===== config.mk =====
export PLATFORM = sky130hd
export DESIGN_NAME = cascaded_steering_pd_control_core_flat
export DESIGN_NICKNAME = d
export VERILOG_FILES = /design/src/hw/rtl/cspd_pkg.sv /design/src/hw/rtl/cspd_if.sv /design/src/hw/rtl/cspd_mac.sv /design/src/hw/rtl/cspd_seq.sv /design/src/hw/rtl/cascaded_steering_pd_control_core.sv /design/src/flat_wrapper.sv
export SDC_FILE = /design/constraint.sdc
export NUM_CORES = 2
export LEC_CHECK = 0
export ABC_AREA = 1
export BUFFER_PORTS_ARGS = -buffer_cell sky130_fd_sc_hd__buf_4
export CELL_PAD_IN_SITES_DETAIL_PLACEMENT = 2
export CELL_PAD_IN_SITES_GLOBAL_PLACEMENT = 2
export CORE_UTILIZATION = 38
export DETAILED_ROUTE_END_ITERATION = 6
export PLACE_DENSITY_LB_ADDON = 0.1
export SKIP_CTS_REPAIR_TIMING = 1
export SLEW_MARGIN = 40
export SYNTH_ARGS = -nofsm -noshare
export SYNTH_HDL_FRONTEND = slang
export SYNTH_SLANG_ARGS = --single-unit

===== constraint.sdc =====
create_clock -name clk -period 13.7 [get_ports clk]
set_input_delay 2.74 -clock clk [delete_from_list [all_inputs] [get_ports clk]]
set_output_delay 2.74 -clock clk [all_outputs]
set_load 0.02 [all_outputs]

===== src/hw/rtl/cspd_pkg.sv =====
`default_nettype none

package cspd_pkg;

  localparam int FRAC_BITS = 8;
  localparam int HIST_TAPS = 4;

  localparam int GAIN_W   = 16;
  localparam int LIMIT_W  = 11;
  localparam int PERIOD_W = 4;
  localparam int POS_W    = 11;
  localparam int GYRO_W   = 16;
  localparam int DRIVE_W  = 12;
  localparam int TGT_W    = 40;
  localparam int OPB_W    = 48;
  localparam int MUL_B_W  = OPB_W + 1;
  localparam int CHUNK_W  = 24;
  localparam int PROD_W   = GAIN_W + 1 + CHUNK_W + 1;
  localparam int ACC_W    = 66;
  localparam int Q_W      = ACC_W - 2 * FRAC_BITS;
  localparam int TAP_W    = (HIST_TAPS > 1) ? $clog2(HIST_TAPS) : 1;

  localparam int CFG_ADDR_W = 3;
  localparam int CFG_DATA_W = 16;

  localparam logic [CFG_ADDR_W-1:0] REG_OUTER_GAIN_NORMAL = 3'd0;
  localparam logic [CFG_ADDR_W-1:0] REG_OUTER_GAIN_ZEBRA  = 3'd1;
  localparam logic [CFG_ADDR_W-1:0] REG_TARGET_WEIGHT     = 3'd2;
  localparam logic [CFG_ADDR_W-1:0] REG_GYRO_WEIGHT       = 3'd3;
  localparam logic [CFG_ADDR_W-1:0] REG_INNER_KP          = 3'd4;
  localparam logic [CFG_ADDR_W-1:0] REG_INNER_KD          = 3'd5;
  localparam logic [CFG_ADDR_W-1:0] REG_DRIVE_LIMIT       = 3'd6;
  localparam logic [CFG_ADDR_W-1:0] REG_OUTER_PERIOD      = 3'd7;

  localparam logic [GAIN_W-1:0]   RST_GAIN_NORMAL = 16'd1280;
  localparam logic [GAIN_W-1:0]   RST_GAIN_ZEBRA  = 16'd2560;
  localparam logic [GAIN_W-1:0]   RST_TGT_WEIGHT  = 16'd2637;
  localparam logic [GAIN_W-1:0]   RST_GYRO_WEIGHT = 16'd74;
  localparam logic [GAIN_W-1:0]   RST_INNER_KP    = 16'd115;
  localparam logic [GAIN_W-1:0]   RST_INNER_KD    = 16'd115;
  localparam logic [LIMIT_W-1:0]  RST_LIMIT       = 11'd550;
  localparam logic [PERIOD_W-1:0] RST_PERIOD      = 4'd3;

  // rounded fixed point constants
  localparam int C03_I = ((3 << FRAC_BITS) * 2 + 10) / 20;
  localparam int W0_I  = ((8 << FRAC_BITS) * 2 + 10) / 20;
  localparam int W1_I  = ((1 << FRAC_BITS) * 2 + 10) / 20;
  localparam int W2_I  = ((6 << FRAC_BITS) * 2 + 100) / 200;
  localparam int W3_I  = ((4 << FRAC_BITS) * 2 + 100) / 200;

  localparam logic [GAIN_W-1:0] C03 = GAIN_W'(C03_I);

  typedef struct packed {
    logic [GAIN_W-1:0]   gain_n;
    logic [GAIN_W-1:0]   gain_z;
    logic [GAIN_W-1:0]   tgt_w;
    logic [GAIN_W-1:0]   gyro_w;
    logic [GAIN_W-1:0]   kp;
    logic [GAIN_W-1:0]   kd;
    logic [LIMIT_W-1:0]  limit;
    logic [PERIOD_W-1:0] period;
  } cfg_regs_t;

  typedef struct packed {
    logic en;
    logic hi;
    logic clr;
    logic shr;
  } mac_ctrl_t;

  function automatic logic [GAIN_W-1:0] tap_weight(input int k);
    logic [GAIN_W-1:0] w;
    case (k)
      0: w = GAIN_W'(W0_I);
      1: w = GAIN_W'(W1_I);
      2: w = GAIN_W'(W2_I);
      3: w = GAIN_W'(W3_I);
      default: w = '0;
    endcase
    return w;
  endfunction

endpackage

`default_nettype wire


===== src/hw/rtl/cspd_if.sv =====
`default_nettype none

interface cspd_in_if;
  logic                                valid;
  logic                                ready;
  logic signed [cspd_pkg::POS_W-1:0]   pos_error;
  logic signed [cspd_pkg::GYRO_W-1:0]  gyro_z;
  logic                                mode;

  modport source (output valid, output pos_error, output gyro_z, output mode, input ready);
  modport sink (input valid, input pos_error, input gyro_z, input mode, output ready);
endinterface

interface cspd_out_if;
  logic                                valid;
  logic                                ready;
  logic signed [cspd_pkg::DRIVE_W-1:0] drive;
  logic                                clamped;

  modport source (output valid, output drive, output clamped, input ready);
  modport sink (input valid, input drive, input clamped, output ready);
endinterface

`default_nettype wire


===== src/hw/rtl/cspd_mac.sv =====
`default_nettype none

module cspd_mac (
  input  wire                                    clk,
  input  cspd_pkg::mac_ctrl_t                    ctrl,
  input  wire        [cspd_pkg::GAIN_W-1:0]      op_a,
  input  wire signed [cspd_pkg::MUL_B_W-1:0]     op_b,
  output logic signed [cspd_pkg::ACC_W-1:0]      acc
);

  logic signed [cspd_pkg::CHUNK_W:0]   chunk;
  logic signed [cspd_pkg::GAIN_W:0]    a_s;
  logic signed [cspd_pkg::PROD_W-1:0]  prod;
  logic signed [cspd_pkg::ACC_W-1:0]   prod_ext;
  logic signed [cspd_pkg::ACC_W-1:0]   addend;
  logic signed [cspd_pkg::ACC_W-1:0]   acc_r;
  logic signed [cspd_pkg::ACC_W-1:0]   acc_nxt;

  // low chunk unsigned, high chunk carries the sign
  always_comb begin
    if (ctrl.hi) begin
      chunk = op_b[cspd_pkg::MUL_B_W-1:cspd_pkg::CHUNK_W];
    end else begin
      chunk = {1'b0, op_b[cspd_pkg::CHUNK_W-1:0]};
    end
  end

  assign a_s  = {1'b0, op_a};
  assign prod = a_s * chunk;
  assign prod_ext = {{(cspd_pkg::ACC_W-cspd_pkg::PROD_W){prod[cspd_pkg::PROD_W-1]}}, prod};

  always_comb begin
    addend = ctrl.hi ? (prod_ext <<< cspd_pkg::CHUNK_W) : prod_ext;
    if (ctrl.shr) begin
      acc_nxt = acc_r >>> cspd_pkg::FRAC_BITS;
    end else if (ctrl.en) begin
      acc_nxt = (ctrl.clr ? '0 : acc_r) + addend;
    end else begin
      acc_nxt = acc_r;
    end
  end

  always_ff @(posedge clk) begin
    acc_r <= acc_nxt;
  end

  assign acc = acc_r;

endmodule

`default_nettype wire


===== src/hw/rtl/cspd_seq.sv =====
`default_nettype none

module cspd_seq (
  input  wire                                   clk,
  input  wire                                   rst_n,
  input  cspd_pkg::cfg_regs_t                   cfg,
  input  wire                                   start,
  input  wire signed [cspd_pkg::POS_W-1:0]      pos_in,
  input  wire signed [cspd_pkg::GYRO_W-1:0]     gyro_in,
  input  wire                                   mode_in,
  input  wire                                   out_free,
  input  wire signed [cspd_pkg::ACC_W-1:0]      acc,
  output logic                                  busy,
  output cspd_pkg::mac_ctrl_t                   mac_ctrl,
  output logic       [cspd_pkg::GAIN_W-1:0]     op_a,
  output logic signed [cspd_pkg::MUL_B_W-1:0]   op_b,
  output logic                                  done,
  output logic signed [cspd_pkg::DRIVE_W-1:0]   drive,
  output logic                                  clamped
);

  localparam logic [1:0] PH_IDLE = 2'd0;
  localparam logic [1:0] PH_LO   = 2'd1;
  localparam logic [1:0] PH_HI   = 2'd2;
  localparam logic [1:0] PH_WB   = 2'd3;

  localparam logic [2:0] OP_GD  = 3'd0;
  localparam logic [2:0] OP_TP  = 3'd1;
  localparam logic [2:0] OP_TD  = 3'd2;
  localparam logic [2:0] OP_EW  = 3'd3;
  localparam logic [2:0] OP_EG  = 3'd4;
  localparam logic [2:0] OP_PK  = 3'd5;
  localparam logic [2:0] OP_PD  = 3'd6;
  localparam logic [2:0] OP_TAP = 3'd7;

  localparam logic [cspd_pkg::TAP_W-1:0] LAST_TAP = cspd_pkg::TAP_W'(cspd_pkg::HIST_TAPS - 1);

  // symmetric limits of a 48 bit loop value
  localparam logic signed [cspd_pkg::ACC_W-1:0] OPB_MAX =
    {{(cspd_pkg::ACC_W-cspd_pkg::OPB_W+1){1'b0}}, {(cspd_pkg::OPB_W-1){1'b1}}};
  localparam logic signed [cspd_pkg::ACC_W-1:0] OPB_MIN = -OPB_MAX;

  function automatic logic signed [cspd_pkg::OPB_W-1:0] sat_opb(
    input logic signed [cspd_pkg::ACC_W-1:0] v
  );
    logic signed [cspd_pkg::OPB_W-1:0] r;
    if (v > OPB_MAX) begin
      r = OPB_MAX[cspd_pkg::OPB_W-1:0];
    end else if (v < OPB_MIN) begin
      r = OPB_MIN[cspd_pkg::OPB_W-1:0];
    end else begin
      r = v[cspd_pkg::OPB_W-1:0];
    end
    return r;
  endfunction

  logic [1:0]                            phase_r, phase_nxt;
  logic [2:0]                            op_r, op_nxt;
  logic [cspd_pkg::TAP_W-1:0]            tap_r, tap_nxt;
  logic [cspd_pkg::PERIOD_W-1:0]         tick_r, tick_nxt;
  logic signed [cspd_pkg::POS_W-1:0]     prev_r, prev_nxt;
  logic signed [cspd_pkg::TGT_W-1:0]     target_r, target_nxt;
  logic signed [cspd_pkg::OPB_W-1:0]     last_r, last_nxt;
  logic signed [cspd_pkg::OPB_W-1:0]     hist_r [cspd_pkg::HIST_TAPS-1];
  logic signed [cspd_pkg::OPB_W-1:0]     hist_nxt [cspd_pkg::HIST_TAPS-1];
  logic signed [cspd_pkg::OPB_W-1:0]     err_r, err_nxt;
  logic signed [cspd_pkg::OPB_W-1:0]     pd_r, pd_nxt;
  logic [cspd_pkg::GAIN_W-1:0]           gd_r, gd_nxt;
  logic signed [cspd_pkg::POS_W-1:0]     pos_r, pos_nxt;
  logic signed [cspd_pkg::GYRO_W-1:0]    gyro_r, gyro_nxt;
  logic                                  mode_r, mode_nxt;

  logic                                  do_outer;
  logic                                  last_step;
  logic [cspd_pkg::GAIN_W-1:0]           gain_sel;
  logic signed [cspd_pkg::POS_W:0]       pos_diff;
  logic signed [cspd_pkg::OPB_W-1:0]     taps [cspd_pkg::HIST_TAPS];
  logic signed [cspd_pkg::ACC_W-1:0]     acc_rnd;
  logic signed [cspd_pkg::ACC_W-1:0]     q_full;
  logic signed [cspd_pkg::Q_W-1:0]       q;
  logic signed [cspd_pkg::Q_W-1:0]       lim_ext;
  logic signed [cspd_pkg::DRIVE_W-1:0]   lim_d;
  logic                                  clip_hi, clip_lo;

  assign busy     = (phase_r != PH_IDLE);
  assign do_outer = (tick_r >= cfg.period);
  assign gain_sel = mode_r ? cfg.gain_z : cfg.gain_n;
  assign pos_diff = {pos_r[cspd_pkg::POS_W-1], pos_r} - {prev_r[cspd_pkg::POS_W-1], prev_r};
  assign last_step = (phase_r == PH_WB) && (op_r == OP_TAP) && (tap_r == LAST_TAP);
  assign done = last_step && out_free;

  always_comb begin
    taps[0] = pd_r;
    for (int k = 1; k < cspd_pkg::HIST_TAPS; k++) begin
      taps[k] = hist_r[k-1];
    end
  end

  // operand select for the shared multiplier
  always_comb begin
    case (op_r)
      OP_GD: begin
        op_a = gain_sel;
        op_b = cspd_pkg::MUL_B_W'(cspd_pkg::C03);
      end
      OP_TP: begin
        op_a = gain_sel;
        op_b = cspd_pkg::MUL_B_W'(pos_r);
      end
      OP_TD: begin
        op_a = gd_r;
        op_b = cspd_pkg::MUL_B_W'(pos_diff);
      end
      OP_EW: begin
        op_a = cfg.tgt_w;
        op_b = cspd_pkg::MUL_B_W'(target_r);
      end
      OP_EG: begin
        op_a = cfg.gyro_w;
        op_b = cspd_pkg::MUL_B_W'(gyro_r);
      end
      OP_PK: begin
        op_a = cfg.kp;
        op_b = cspd_pkg::MUL_B_W'(err_r);
      end
      OP_PD: begin
        op_a = cfg.kd;
        op_b = cspd_pkg::MUL_B_W'(err_r) - cspd_pkg::MUL_B_W'(last_r);
      end
      OP_TAP: begin
        op_a = cspd_pkg::tap_weight(int'(tap_r));
        op_b = cspd_pkg::MUL_B_W'(taps[tap_r]);
      end
      default: begin
        op_a = '0;
        op_b = '0;
      end
    endcase
  end

  always_comb begin
    mac_ctrl.en  = (phase_r == PH_LO) || (phase_r == PH_HI);
    mac_ctrl.hi  = (phase_r == PH_HI);
    mac_ctrl.clr = (phase_r == PH_LO) &&
                   ((op_r == OP_GD) || (op_r == OP_TP) || (op_r == OP_EW) ||
                    (op_r == OP_PK) || ((op_r == OP_TAP) && (tap_r == '0)));
    mac_ctrl.shr = (phase_r == PH_WB) && (op_r == OP_EW);
  end

  // truncate toward zero, then clamp
  always_comb begin
    acc_rnd = acc + {{(cspd_pkg::ACC_W-2*cspd_pkg::FRAC_BITS){1'b0}},
                     {(2*cspd_pkg::FRAC_BITS){acc[cspd_pkg::ACC_W-1]}}};
    q_full  = acc_rnd >>> (2 * cspd_pkg::FRAC_BITS);
    q       = q_full[cspd_pkg::Q_W-1:0];
    lim_ext = {{(cspd_pkg::Q_W-cspd_pkg::LIMIT_W){1'b0}}, cfg.limit};
    lim_d   = {1'b0, cfg.limit};
    clip_hi = (q > lim_ext);
    clip_lo = (q < -lim_ext);
    clamped = clip_hi || clip_lo;
    if (clip_hi) begin
      drive = lim_d;
    end else if (clip_lo) begin
      drive = -lim_d;
    end else begin
      drive = q[cspd_pkg::DRIVE_W-1:0];
    end
  end

  always_comb begin
    phase_nxt  = phase_r;
    op_nxt     = op_r;
    tap_nxt    = tap_r;
    tick_nxt   = tick_r;
    prev_nxt   = prev_r;
    target_nxt = target_r;
    last_nxt   = last_r;
    err_nxt    = err_r;
    pd_nxt     = pd_r;
    gd_nxt     = gd_r;
    pos_nxt    = pos_r;
    gyro_nxt   = gyro_r;
    mode_nxt   = mode_r;
    for (int k = 0; k < cspd_pkg::HIST_TAPS - 1; k++) begin
      hist_nxt[k] = hist_r[k];
    end
    case (phase_r)
      PH_IDLE: begin
        if (start) begin
          phase_nxt = PH_LO;
          op_nxt    = do_outer ? OP_GD : OP_EW;
          tap_nxt   = '0;
          tick_nxt  = (do_outer ? '0 : tick_r) + 1'b1;
          pos_nxt   = pos_in;
          gyro_nxt  = gyro_in;
          mode_nxt  = mode_in;
        end
      end
      PH_LO: begin
        phase_nxt = PH_HI;
      end
      PH_HI: begin
        phase_nxt = PH_WB;
      end
      PH_WB: begin
        phase_nxt = PH_LO;
        case (op_r)
          OP_GD: begin
            gd_nxt = acc[cspd_pkg::FRAC_BITS +: cspd_pkg::GAIN_W];
            op_nxt = OP_TP;
          end
          OP_TP: begin
            op_nxt = OP_TD;
          end
          OP_TD: begin
            target_nxt = acc[cspd_pkg::TGT_W-1:0];
            prev_nxt   = pos_r;
            op_nxt     = OP_EW;
          end
          OP_EW: begin
            op_nxt = OP_EG;
          end
          OP_EG: begin
            err_nxt = sat_opb(acc);
            op_nxt  = OP_PK;
          end
          OP_PK: begin
            op_nxt = OP_PD;
          end
          OP_PD: begin
            pd_nxt   = sat_opb(acc >>> cspd_pkg::FRAC_BITS);
            last_nxt = err_r;
            op_nxt   = OP_TAP;
            tap_nxt  = '0;
          end
          OP_TAP: begin
            if (tap_r != LAST_TAP) begin
              tap_nxt = tap_r + 1'b1;
            end else if (out_free) begin
              phase_nxt   = PH_IDLE;
              hist_nxt[0] = pd_r;
              for (int k = 1; k < cspd_pkg::HIST_TAPS - 1; k++) begin
                hist_nxt[k] = hist_r[k-1];
              end
            end else begin
              phase_nxt = PH_WB;
            end
          end
          default: begin
            phase_nxt = PH_IDLE;
          end
        endcase
      end
      default: begin
        phase_nxt = PH_IDLE;
      end
    endcase
  end

  always_ff @(posedge clk) begin
    if (!rst_n) begin
      phase_r  <= PH_IDLE;
      op_r     <= OP_GD;
      tap_r    <= '0;
      tick_r   <= '0;
      prev_r   <= '0;
      target_r <= '0;
      last_r   <= '0;
      for (int k = 0; k < cspd_pkg::HIST_TAPS - 1; k++) begin
        hist_r[k] <= '0;
      end
    end else begin
      phase_r  <= phase_nxt;
      op_r     <= op_nxt;
      tap_r    <= tap_nxt;
      tick_r   <= tick_nxt;
      prev_r   <= prev_nxt;
      target_r <= target_nxt;
      last_r   <= last_nxt;
      for (int k = 0; k < cspd_pkg::HIST_TAPS - 1; k++) begin
        hist_r[k] <= hist_nxt[k];
      end
    end
  end

  always_ff @(posedge clk) begin
    err_r  <= err_nxt;
    pd_r   <= pd_nxt;
    gd_r   <= gd_nxt;
    pos_r  <= pos_nxt;
    gyro_r <= gyro_nxt;
    mode_r <= mode_nxt;
  end

endmodule

`default_nettype wire


===== src/hw/rtl/cascaded_steering_pd_control_core.sv =====
// Cascaded steering PD controller: one request on in_ch per control tick
// (pos_error, gyro_z, mode) gives one request on out_ch (drive, clamped).
// Every product goes through one shared 17x25 multiply-accumulate unit, in a
// low operand-half pass, a high operand-half pass and a write-back step.
// Ticks with an outer loop update compute three extra products.
// The block takes one request at a time; in_ch.ready is low while it works
// and rises at the same edge that registers the result, so no new request
// is accepted until the current one is finished.
// The result sits in an output register until out_ch.ready takes it; the
// next request is still accepted and computed meanwhile, and the sequencer
// holds its final step until that register is free. Configuration is
// written through cfg_we/cfg_addr/cfg_wdata; the user must write it only
// while idle, since the block itself does not enforce this.
// Synchronous reset (rst_n low) restores the default gains, limit and
// period and clears the tick counter, loop state and filter history.
`default_nettype none

module cascaded_steering_pd_control_core (
  input  wire                                clk,
  input  wire                                rst_n,
  cspd_in_if.sink                            in_ch,
  cspd_out_if.source                         out_ch,
  input  wire                                cfg_we,
  input  wire [cspd_pkg::CFG_ADDR_W-1:0]     cfg_addr,
  input  wire [cspd_pkg::CFG_DATA_W-1:0]     cfg_wdata
);

  cspd_pkg::cfg_regs_t                   cfg_r, cfg_nxt;
  cspd_pkg::mac_ctrl_t                   mac_ctrl;
  logic [cspd_pkg::GAIN_W-1:0]           op_a;
  logic signed [cspd_pkg::MUL_B_W-1:0]   op_b;
  logic signed [cspd_pkg::ACC_W-1:0]     acc;
  logic                                  busy;
  logic                                  start;
  logic                                  out_free;
  logic                                  done;
  logic signed [cspd_pkg::DRIVE_W-1:0]   drive;
  logic                                  clamped;
  logic                                  out_valid_r, out_valid_nxt;
  logic signed [cspd_pkg::DRIVE_W-1:0]   drive_r;
  logic                                  clamped_r;

  assign in_ch.ready = !busy;
  assign start       = in_ch.valid && !busy;
  assign out_free    = !out_valid_r || out_ch.ready;

  always_comb begin
    cfg_nxt = cfg_r;
    if (cfg_we) begin
      case (cfg_addr)
        cspd_pkg::REG_OUTER_GAIN_NORMAL: cfg_nxt.gain_n = cfg_wdata;
        cspd_pkg::REG_OUTER_GAIN_ZEBRA:  cfg_nxt.gain_z = cfg_wdata;
        cspd_pkg::REG_TARGET_WEIGHT:     cfg_nxt.tgt_w  = cfg_wdata;
        cspd_pkg::REG_GYRO_WEIGHT:       cfg_nxt.gyro_w = cfg_wdata;
        cspd_pkg::REG_INNER_KP:          cfg_nxt.kp     = cfg_wdata;
        cspd_pkg::REG_INNER_KD:          cfg_nxt.kd     = cfg_wdata;
        cspd_pkg::REG_DRIVE_LIMIT: begin
          cfg_nxt.limit = cfg_wdata[cspd_pkg::LIMIT_W-1:0];
        end
        cspd_pkg::REG_OUTER_PERIOD: begin
          cfg_nxt.period = cfg_wdata[cspd_pkg::PERIOD_W-1:0];
        end
        default: cfg_nxt = cfg_r;
      endcase
    end
  end

  always_ff @(posedge clk) begin
    if (!rst_n) begin
      cfg_r.gain_n <= cspd_pkg::RST_GAIN_NORMAL;
      cfg_r.gain_z <= cspd_pkg::RST_GAIN_ZEBRA;
      cfg_r.tgt_w  <= cspd_pkg::RST_TGT_WEIGHT;
      cfg_r.gyro_w <= cspd_pkg::RST_GYRO_WEIGHT;
      cfg_r.kp     <= cspd_pkg::RST_INNER_KP;
      cfg_r.kd     <= cspd_pkg::RST_INNER_KD;
      cfg_r.limit  <= cspd_pkg::RST_LIMIT;
      cfg_r.period <= cspd_pkg::RST_PERIOD;
    end else begin
      cfg_r <= cfg_nxt;
    end
  end

  cspd_seq u_seq (
    .clk      (clk),
    .rst_n    (rst_n),
    .cfg      (cfg_r),
    .start    (start),
    .pos_in   (in_ch.pos_error),
    .gyro_in  (in_ch.gyro_z),
    .mode_in  (in_ch.mode),
    .out_free (out_free),
    .acc      (acc),
    .busy     (busy),
    .mac_ctrl (mac_ctrl),
    .op_a     (op_a),
    .op_b     (op_b),
    .done     (done),
    .drive    (drive),
    .clamped  (clamped)
  );

  cspd_mac u_mac (
    .clk  (clk),
    .ctrl (mac_ctrl),
    .op_a (op_a),
    .op_b (op_b),
    .acc  (acc)
  );

  // output register
  always_comb begin
    out_valid_nxt = out_valid_r;
    if (done) begin
      out_valid_nxt = 1'b1;
    end else if (out_ch.ready) begin
      out_valid_nxt = 1'b0;
    end
  end

  always_ff @(posedge clk) begin
    if (!rst_n) begin
      out_valid_r <= 1'b0;
    end else begin
      out_valid_r <= out_valid_nxt;
    end
  end

  always_ff @(posedge clk) begin
    if (done) begin
      drive_r   <= drive;
      clamped_r <= clamped;
    end
  end

  assign out_ch.valid   = out_valid_r;
  assign out_ch.drive   = drive_r;
  assign out_ch.clamped = clamped_r;

endmodule

`default_nettype wire


===== src/flat_wrapper.sv =====
// flat-port wrapper written by rule: the top's interface ports become plain ports
module cascaded_steering_pd_control_core_flat 
  (clk, rst_n, cfg_we, cfg_addr, cfg_wdata, in_ch_valid, in_ch_pos_error, in_ch_gyro_z, in_ch_mode, in_ch_ready, out_ch_valid, out_ch_drive, out_ch_clamped, out_ch_ready);
  cspd_in_if in_ch_i ();
  cspd_out_if out_ch_i ();
  input  wire clk;
  input  wire rst_n;
  input  wire cfg_we;
  input  wire [cspd_pkg::CFG_ADDR_W-1:0] cfg_addr;
  input  wire [cspd_pkg::CFG_DATA_W-1:0] cfg_wdata;
  input wire logic [$bits(in_ch_i.valid)-1:0] in_ch_valid;
  input wire logic [$bits(in_ch_i.pos_error)-1:0] in_ch_pos_error;
  input wire logic [$bits(in_ch_i.gyro_z)-1:0] in_ch_gyro_z;
  input wire logic [$bits(in_ch_i.mode)-1:0] in_ch_mode;
  output wire logic [$bits(in_ch_i.ready)-1:0] in_ch_ready;
  output wire logic [$bits(out_ch_i.valid)-1:0] out_ch_valid;
  output wire logic [$bits(out_ch_i.drive)-1:0] out_ch_drive;
  output wire logic [$bits(out_ch_i.clamped)-1:0] out_ch_clamped;
  input wire logic [$bits(out_ch_i.ready)-1:0] out_ch_ready;
  assign in_ch_i.valid = in_ch_valid;
  assign in_ch_i.pos_error = in_ch_pos_error;
  assign in_ch_i.gyro_z = in_ch_gyro_z;
  assign in_ch_i.mode = in_ch_mode;
  assign in_ch_ready = in_ch_i.ready;
  assign out_ch_valid = out_ch_i.valid;
  assign out_ch_drive = out_ch_i.drive;
  assign out_ch_clamped = out_ch_i.clamped;
  assign out_ch_i.ready = out_ch_ready;
  cascaded_steering_pd_control_core u_core (.clk(clk), .rst_n(rst_n), .in_ch(in_ch_i), .out_ch(out_ch_i), .cfg_we(cfg_we), .cfg_addr(cfg_addr), .cfg_wdata(cfg_wdata));
endmodule

==> summary.txt <==
Status
  • Outcome: complete, no violations

Floorplanning
  • IO Pins: 67
  • Core area: 140000 um^2
  • DIE WIDTH: approximately 380 um
  • Row cnt: 137
  • Die Ht: approximately 380 um
  • Die area: ~140000 um^2
  • Starting density of the core: roughly two fifths

Timing
  • Unrepaired setup endpoints after global routing: no
  • Final TNS setup: 0 ps
  • Slew @ Worst Pin: roughly 990 ps
  • Final setup vio count: 0
  • Max-slew violations: 0
  • Final hold vios: 0
  • Tcrit/Tclk final: a little over nine tenths
  • Slew headroom: between 30% and 40%
  • Fmax: about 0.08 GHz
  • Worst setup margin: around 860 ps
  • Worst Skew: about 46 ps
  • Final min period: between 10000 and 15000 ps

Global route
  • GRT overflow: 0
  • Most Used Layer, Global Route: met2
  • First-pass GRT wire length: 392000 um
  • Vias in the first global route: roughly 58000
  • Met3 Usage GRT: under 10%
  • Met2 global-route usage: around three fifths
  • Initial antenna violation count: 16
  • Global Route Usage Sum: 37.2%
  • Met1 usage: between 40% and 50%
  • Pin count of the biggest net entering global routing: 90

Synthesis
  • Ys flop type: dfxtp_1
  • Ys async rst share: 0%
  • Seq cells post-synth: between 500 and 600
  • EDFF count, synth: 219
  • Syn Nets: approximately 8300
  • Seq/Total Area, Yosys: 25.9%
  • Yosys cell types: 63
  • Cell area after synthesis: 53700 um^2
  • Syn Area/Cell: ~7.1 um^2
  • Total number of yosys warnings: 0
  • Post-Synthesis Cells: 7556

Detailed routing
  • Via density: slightly below 6
  • Antenna-violating nets left: 0
  • First-pass DRT Iterations: 5
  • Drt wl/cell: about 28 um
  • Via count: ~55000
  • DRC: 0
  • DRT iter0 DRCs: about 4400
  • Drt total wl: approximately 270000 um

Clock network
  • Num CTS Buffers: 75
  • Clock transition at path regs: 60 ps
  • Worst-Skew Late Latency: about 700 ps
  • Clock Tree Root: clkbuf_16
  • H-tree lvl count: 3
  • Clock Sinks: between 500 and 600
  • CTS tree: yes
  • CTS Buffer Depth: 3

Setup path
  • Slowest Stage Delay on Critical Path: approximately 840 ps
  • CP arrival: 13240 ps
  • Worst setup SP type: register
  • Worst r2r dst: u_core.u_mac.acc[48]$_DFFE_PP_
  • Worst Setup EP: u_core.u_mac.acc[48]$_DFFE_PP_
  • CP required: 14100 ps
  • Crit path max fanout: 18
  • Reg-to-reg startpoint: u_core.u_seq.op_r[1]$_SDFFE_PN0P_
  • WS Path Type: reg2reg
  • Worst Setup SP: u_core.u_seq.op_r[1]$_SDFFE_PN0P_
  • Crit path capture type: register
  • CP max-delay cell: clkinv_1
  • R2R cell count: 45
  • R2R Setup Slk: 860 ps

Final layout
  • Area Overhead vs Synth: 9.50%
  • Final nets: 8273
  • Fill count: approximately 17000
  • Layout cell share with drive strength beyond 1: 5.15%

Run
  • Max Cap Viol: 0

Place
  • IO buf count: 66
  • DP HPWL: around 210000 um
  • Gpl congestion: between 0.9 and 1
  • Place WS: between 1000 and 1500 ps

Hold path
  • Hold Crit Class: reg2reg
[synthesized netlist by cell type, types with 6 or more instances]
| cell type | count | area [um^2] |
|---|---|---|
| edfxtp_1 | 219 | 6580 |
| fa_1 | 394 | 7890 |
| nand2_1 | 1290 | 4840 |
| inv_1 | 1193 | 4480 |
| o21ai_1 | 10 | 50.1 |
| a2111oi_0 | 12 | 105 |
| nand2_2 | 11 | 68.8 |
| a22o_1 | 12 | 105 |
| nand3_1 | 370 | 1850 |
| buf_1 | 24 | 90.1 |
| o21a_1 | 15 | 113 |
| nand4_1 | 84 | 526 |
| clkinv_1 | 12 | 45.0 |
| buf_2 | 29 | 145 |
| ha_1 | 322 | 4030 |
| o211ai_1 | 20 | 150 |
| dfxtp_1 | 366 | 7330 |
| o22ai_1 | 27 | 169 |
| a21oi_1 | 521 | 2610 |
| nor2_1 | 1169 | 4390 |
| nand3_2 | 6 | 60.1 |
| nor4_1 | 32 | 200 |
| inv_2 | 8 | 30.0 |
| a221oi_1 | 33 | 289 |
| a31oi_1 | 51 | 319 |
| a32o_1 | 8 | 80.1 |
| o21ai_0 | 728 | 3640 |
| clkbuf_1 | 235 | 882 |
| a21boi_0 | 14 | 105 |
| o2111ai_1 | 6 | 52.6 |
| nand3b_1 | 6 | 45.0 |
| o21bai_1 | 19 | 143 |
| a21o_1 | 32 | 240 |
| a211oi_1 | 25 | 188 |
| nor3_1 | 70 | 350 |
| xnor2_1 | 31 | 272 |
| or2_2 | 44 | 275 |
| nor2_2 | 10 | 62.6 |
| xor2_1 | 53 | 464 |
[worst min-delay path by stage]
stage | from | endpoint | depth (start not counted)
after floorplan | u_core.u_seq.target_r[10]$_SDFFE_PN0P_ | u_core.u_seq.target_r[10]$_SDFFE_PN0P_ | 2
after global placement | u_core.u_seq.target_r[6]$_SDFFE_PN0P_ | u_core.u_seq.target_r[6]$_SDFFE_PN0P_ | 2
after detailed placement | u_core.u_seq.target_r[13]$_SDFFE_PN0P_ | u_core.u_seq.target_r[13]$_SDFFE_PN0P_ | 2
after CTS | u_core.u_seq.target_r[13]$_SDFFE_PN0P_ | u_core.u_seq.target_r[13]$_SDFFE_PN0P_ | 2
after global routing | u_core.u_seq.target_r[5]$_SDFFE_PN0P_ | u_core.u_seq.target_r[5]$_SDFFE_PN0P_ | 2
final | u_core.u_seq.last_r[23]$_SDFFE_PN0P_ | u_core.u_seq.last_r[23]$_SDFFE_PN0P_ | 2
[metrics by stage]
stage / hold WS, ps / instances / cell area, um^2 / util (%)
after detailed placement: 451 / 9303 / 56300 / 40.2
after global routing: 478 / 9445 / 58700 / 42.0
final: 460 / 9452 / 58800 / 42.0
after floorplan: 425 / 7556 / 53700 / -
after CTS: 460 / 9442 / 58700 / 42.0
after global placement: 436 / 9302 / 56200 / 40.2
[critical path, delay by kind of cell (launching register included)]
family | cells | cell delay, ps
flip-flops | 1 | 390
adder cells (fa/ha/maj) | 9 | 4070
AO/OA/AOI/OAI | 9 | 2220
XOR/XNOR | 2 | 550
AND/OR/NAND/NOR | 14 | 2930
buffers and inverters | 11 | 2350
[final cells by class]
class                      count  area [um^2]  share of cell area, %
antenna                        9         22.5                 0.0383
clock buffer                 102         2040                   3.47
clock inverter                37          394                  0.671
inverter                    1213         4560                   7.77
multi-input combinational   5459        34100                   58.1
sequential                   585        13900                   23.7
tap                         1876         2350                   3.99
timing repair buffer         171         1360                   2.31
[state kept, by name, indices dropped and copies added (netlist names), 3 cells and up]
signal,count
u_core.u_seq.op_r,3
u_core.out_ch.drive,12
u_core.u_seq.tick_r,4
u_core.cfg_r,111
u_core.u_seq.prev_r,11
u_core.u_seq.target_r,40
u_core.u_seq.last_r,48
u_core.u_seq.hist_r,144
u_core.u_seq.pos_r,11
u_core.u_seq.pd_r,48
u_core.u_seq.gd_r,16
u_core.u_seq.gyro_r,16
u_core.u_seq.err_r,48
u_core.u_mac.acc,66
[routing by layer]
metal / wire length, um / share of wire [%]
met5: 20 / 0.0075
met4: 16700 / 6.2
met3: 16400 / 6.1
met2: 121000 / 45
met1: 114000 / 42
[layout by cell type (no fill, tap or decap), types with 27 or more instances in the layout]
cell type  Yosys  final
a21o_1        32     32
a21oi_1      521    520
a221oi_1      33     33
a31oi_1       51     51
buf_4          3    162
clkbuf_16      0     76
dfxtp_1      366    365
edfxtp_1     219    219
fa_1         394    394
ha_1         322    321
inv_1       1193   1186
nand2_1     1290   1286
nand3_1      370    370
nand4_1       84     84
nor2_1      1169   1165
nor3_1        70     70
nor4_1        32     29
o21ai_0      728    725
o22ai_1       27     27
or2_2         44     44
xnor2_1       31     31
xor2_1        53     53
[cells by family after synthesis]
family / share of synthesized area (%)
AOI/OAI and AO/OA: 15.9
xor gates and xnor gates: 1.41
adders and majority gates: 22.2
buffers and inverters: 10.8
DFF: 25.9
muxes: 0.0187
and+or+nand+nor: 23.8
Power is left out: the tool's default activity adds up to more than one toggle a clock period on the data nets, which glitch-free logic cannot reach.
